File: config.mk
export PLATFORM = sky130hd
export DESIGN_NAME = eml_ctrl
export DESIGN_NICKNAME = d
export VERILOG_FILES = /design/src/hdl/eml_pkg.sv /design/src/hdl/eml_ctrl.sv
export SDC_FILE = /design/constraint.sdc
export NUM_CORES = 1
export LEC_CHECK = 0
export BUFFER_PORTS_ARGS = -buffer_cell sky130_fd_sc_hd__buf_2
export CORE_AREA = 2 2 39 41
export CTS_CLUSTER_SIZE = 40
export DETAILED_ROUTE_END_ITERATION = 10
export DIE_AREA = 0 0 41 43
export SLEW_MARGIN = 20
export SYNTH_ARGS = -nofsm -noshare
export SYNTH_HDL_FRONTEND = slang
export SYNTH_SLANG_ARGS = --single-unit
File: constraint.sdc
create_clock -name i_clk -period 0.8 [get_ports i_clk]
set_input_delay 0.12 -clock i_clk [delete_from_list [all_inputs] [get_ports i_clk]]
set_output_delay 0.12 -clock i_clk [all_outputs]
set_load 0.01 [all_outputs]
File: src/hdl/eml_pkg.sv
package eml_pkg;

    localparam int DEF_MAX_SLOTS = 256;

    localparam int FLAGS_W  = 8;
    localparam int OFFSET_W = 40;
    localparam int LENGTH_W = 24;
    localparam int ADDR_W   = 40;
    localparam int DISK_W   = 41;
    localparam int SLOT_W   = 8;
    localparam int CFG_W    = 16;
    localparam int PDATA_W  = 32;
    localparam int PADDR_W  = 3;

    localparam logic [CFG_W-1:0] NEXT_SLOT_RST = 16'd2;
    localparam logic [CFG_W-1:0] MAX_SLOTS_RST = 16'd256;
    localparam logic [CFG_W-1:0] FIRST_SLOT    = 16'd2;

    localparam logic CMD_WRITE  = 1'b0;
    localparam logic CMD_LOOKUP = 1'b1;

    typedef enum logic [0:0] {
        REG_NEXT_SLOT = 1'b0,
        REG_MAX_SLOTS = 1'b1
    } t_reg_idx;

    typedef enum logic [1:0] {
        ST_FOUND      = 2'd0,
        ST_NOT_FOUND  = 2'd1,
        ST_BAD_HEADER = 2'd2
    } t_status;

    typedef enum logic [1:0] {
        S_IDLE,
        S_SCAN,
        S_DONE
    } t_state;

    typedef struct packed {
        logic [FLAGS_W-1:0]  flags;
        logic [OFFSET_W-1:0] offset;
        logic [LENGTH_W-1:0] length;
        logic [ADDR_W-1:0]   address;
    } t_entry;

    localparam int ENTRY_W = $bits(t_entry);

    // controller -> datapath
    typedef struct packed {
        logic wr_en;
        logic start;
        logic run;
        logic load;
    } t_dp_cmd;

    // datapath -> controller
    typedef struct packed {
        logic hdr_bad;
        logic hit;
        logic miss;
        logic exhausted;
        logic out_free;
    } t_dp_sts;

endpackage

File: src/hdl/eml_ctrl.sv
module eml_ctrl (
    input  logic             i_clk,
    input  logic             i_rst_n,
    input  logic             i_in_valid,
    input  logic             i_cmd,
    input  eml_pkg::t_dp_sts i_sts,
    output logic             o_in_ready,
    output eml_pkg::t_dp_cmd o_dp_cmd
);
    import eml_pkg::*;

    t_state r_state;
    t_state n_state;

    always_ff @(posedge i_clk) begin
        if (!i_rst_n) begin
            r_state <= S_IDLE;
        end else begin
            r_state <= n_state;
        end
    end

    always_comb begin
        n_state    = r_state;
        o_in_ready = 1'b0;
        o_dp_cmd   = '0;
        unique case (r_state)
            S_IDLE: begin
                o_in_ready = 1'b1;
                if (i_in_valid) begin
                    if (i_cmd == CMD_WRITE) begin
                        o_dp_cmd.wr_en = 1'b1;
                    end else begin
                        o_dp_cmd.start = 1'b1;
                        n_state = i_sts.hdr_bad ? S_DONE : S_SCAN;
                    end
                end
            end
            S_SCAN: begin
                o_dp_cmd.run = 1'b1;
                if (i_sts.hit || i_sts.miss || i_sts.exhausted) begin
                    n_state = S_DONE;
                end
            end
            S_DONE: begin
                // wait for the result register to drain
                if (i_sts.out_free) begin
                    o_dp_cmd.load = 1'b1;
                    n_state = S_IDLE;
                end
            end
            default: begin
                n_state = S_IDLE;
            end
        endcase
    end

endmodule

==> impl_results.md <==
* Nature of the critical path startpoint: flip-flop
* CP arrival at 940 ps
* Yosys top cell area share at 32.3%
* CP Cell Sequence: nor2_4, and3_4, buf_6
* Row count at 14
* Routed Wire Length at 377 um
* Compound-Gate Fraction of Synth Area at 15.2%
* Post-DRT Antenna Nets at 0
* Prevailing post-synth register cell: dfxtp_1
* Grt ovf at 0
* Clock Sinks at 2
* Nets@finish at 44
* Final min period at 1060 ps
* Initial core utilization at 8.95%
* CTS H-Tree Depth at 1
* Internal at 0.346 mW
* Hold Startpoint: i_rst_n
* Post-synth top cells: 4 x nor2_1, 2 x a21oi_1, 2 x dfxtp_1
* Critical path destination: o_dp_cmd[2]
* Design area at 292 um2
* Top cells by area, synth: dfxtp_1 32%, nor2_1 12%, a21oi_1 8.1%
* Max FFs per register at 2
* Multi-input gate area at 115 um2
* IO Pins at 14
* CTS Buf Count at 3
* Slew Viols, Final at 0
* Logic pwr share at 21.2%
* Delay of the slowest critical-path stage at 350 ps
* R2r endpoint: r_state[1]
* Largest family of logic cells by synthesized area: simple AND/OR/NAND/NOR gates
* Top flop regs: r_state x2
* Max-Cap Viols at 0
* Die ar. at 0.00176 mm2
* Simple-gate area share of the yosys netlist at 52.5%
* Post-place setup slack at -78.0 ps
* Fin util at 21.1%
* Warning count from the yosys run at 0
* Synth Area per Inst at 7.74 um2
* Core Box Area at 0.00138 mm2
* Layout cell share with drive strength beyond 1 at 82.4%
* Post-Syn Instances at 16
* Dpl cell area at 231 um2
* Diodes inserted at 0
* Gpl congestion at 0.637
* Die W at 41 um
* Antenna violations before repair at 0
* Post-route setup TNS at -1360 ps
* PnR worst setup slack at -261 ps
* Synth area leader: dfxtp_1
* DR WL/cell at 7.54 um
* Non-Filler Instances at 50
* Async SR Flop Fraction at 0%
* Longest Clk Path Bufs at 2
* Sequential fraction of the synthesis area at 32.3%
* FILL cells at 160
* Adder-cell share of the synthesized area at 0%
* Crit path launch: r_state[0]
* Slowest cell on crit path: dfxtp_4
* RSZ-0062 raised after global routing: yes
* Failing checks: setup timing
* Post-Syn Area at 124 um2
* Peak supply drop at 0.000453 V
* DP Cell Count at 45
* Critical path data required time at 680 ps
* Status: finished with violations
* R2R cell count at 3
* FF-to-FF setup slack at -180 ps
* First-pass GRT wire length at 558 um
* Relative slew margins at 85.2%
* Most frequent cell after synthesis: nor2_1
* Setup crit end kind: output pin
* CTS tree: built
* Sequential Area at 45.0 um2
* Synth Area in XOR/XNOR at 0%
* Fin. Hold Viols at 0
* Fmax at 943 MHz
* Psw at 0.111 mW
* Mux cell area share after synthesis at 0%
* Switching portion of total power at 24.2%
* Worst Hold Slack at 168 ps
* Clock-pin slew on the worst setup and hold paths at 40 ps
* Die Height at 43 um
* Tightest Hold Check Type: in2reg
* Synth cell types at 11
* Yosys reg bits at 2
* Clk pwr share at 54.4%
* Number of global-route vias before repair at 169
* Final cycle utilization of the critical path at 133%
* FF-to-FF Start: r_state[0]
* Vias per Instance at 3.88
* Hpwl dp at 308 um
* Drt pass-1 iters at 2
* P_leak at 0.140 nW
* Largest fanout on the critical path at 5
* Drt drc at 0
* Largest net degree at the start of global routing at 6
* Worst Max-Slew Pin Slew at 219 ps
* I/O Buffers at 13
* Pwr per Cell Area at 1560 mW/mm2
* Sequential share of power at 24.4%
* Mapped Nets at 25
* Initial DRC Count at 1
* Max Clock Skew at 9.57 ps
* Clock Latency Late Sink at 230 ps
* Post-synth EDFFs at 0
* Largest Register: r_state
* Crit Path Class: reg2out
* Total number of vias at 194
* Setup Viol. Count Final at 7
* Total global-route track usage at 5.11%
* Power Total at 0.456 mW
* Root Buffer: clkbuf_4
* Synth-to-layout area growth at 135%
-- metal layers --
| layer | up-vias | track usage [%] | part of all wire (%) |
|---|---|---|---|
| met1 | 89 | 4.78 | 43 |
| met5 | - | 0 | 0 |
| met3 | 0 | 6.28 | 13 |
| li1 | 97 | - | - |
| met4 | 0 | 2.00 | 0 |
| met2 | 8 | 6.56 | 44 |
-- cell usage in the layout (no fill, tap or decap) --
cell type / Yosys / routed
a21oi_2: 0 / 2
a31o_2: 1 / 1
and3_4: 0 / 1
and3b_1: 1 / 1
and3b_2: 1 / 1
buf_2: 0 / 11
buf_4: 0 / 1
buf_6: 0 / 2
clkbuf_1: 0 / 1
clkbuf_4: 0 / 3
dfxtp_2: 0 / 1
dfxtp_4: 0 / 1
nand2_1: 1 / 1
nor2_1: 4 / 1
nor2_2: 0 / 2
nor2_4: 0 / 1
nor2b_1: 1 / 1
nor3_1: 1 / 1
nor4bb_2: 0 / 1
-- power groups by stage --
stage	Clock [mW]	Sequential (mW)	Combinational (mW)
detailed placement	0	0.113	0.0823
CTS	0.268	0.112	0.0926
floorplan	0	0.112	0.0427
global route	0.285	0.112	0.107
finish	0.248	0.112	0.0966
global placement	0	0.113	0.0804
-- kinds of logic after synthesis --
logic type,after synthesis
simple gates,11
compound gates,3
flops,2
-- timing repair --
action / CTS / global route
endpoints found under the setup margin: 7 / 7
hold buffers: 0 / 0
resized for setup: 3 / 3
buffers inserted: 1 / 0
-- how the worst min path moves through the flow --
stage / end / slack, ps / cells past startpoint
floorplan: o_dp_cmd[3] / 270 / 1
global placement: r_state[1] / 390 / 2
detailed placement: r_state[1] / 390 / 2
CTS: r_state[1] / 160 / 2
global route: r_state[1] / 170 / 2
finish: r_state[1] / 170 / 2
-- worst max-delay path, delay by kind of cell (launching register included) --
kind                   cells  cell delay, ps
buffers and inverters      1              90
and+or+nand+nor            2             270
DFF                        1             350
-- final cells by class --
type                    count  share of cell area, %
multi-input cells          14                   39.5
flip-flops and latches      2                   15.5
well taps                  16                   6.87
clock buffers               4                   9.01
repair buffers             14                   29.2
Note: power is estimated with default switching activity, not from simulation.
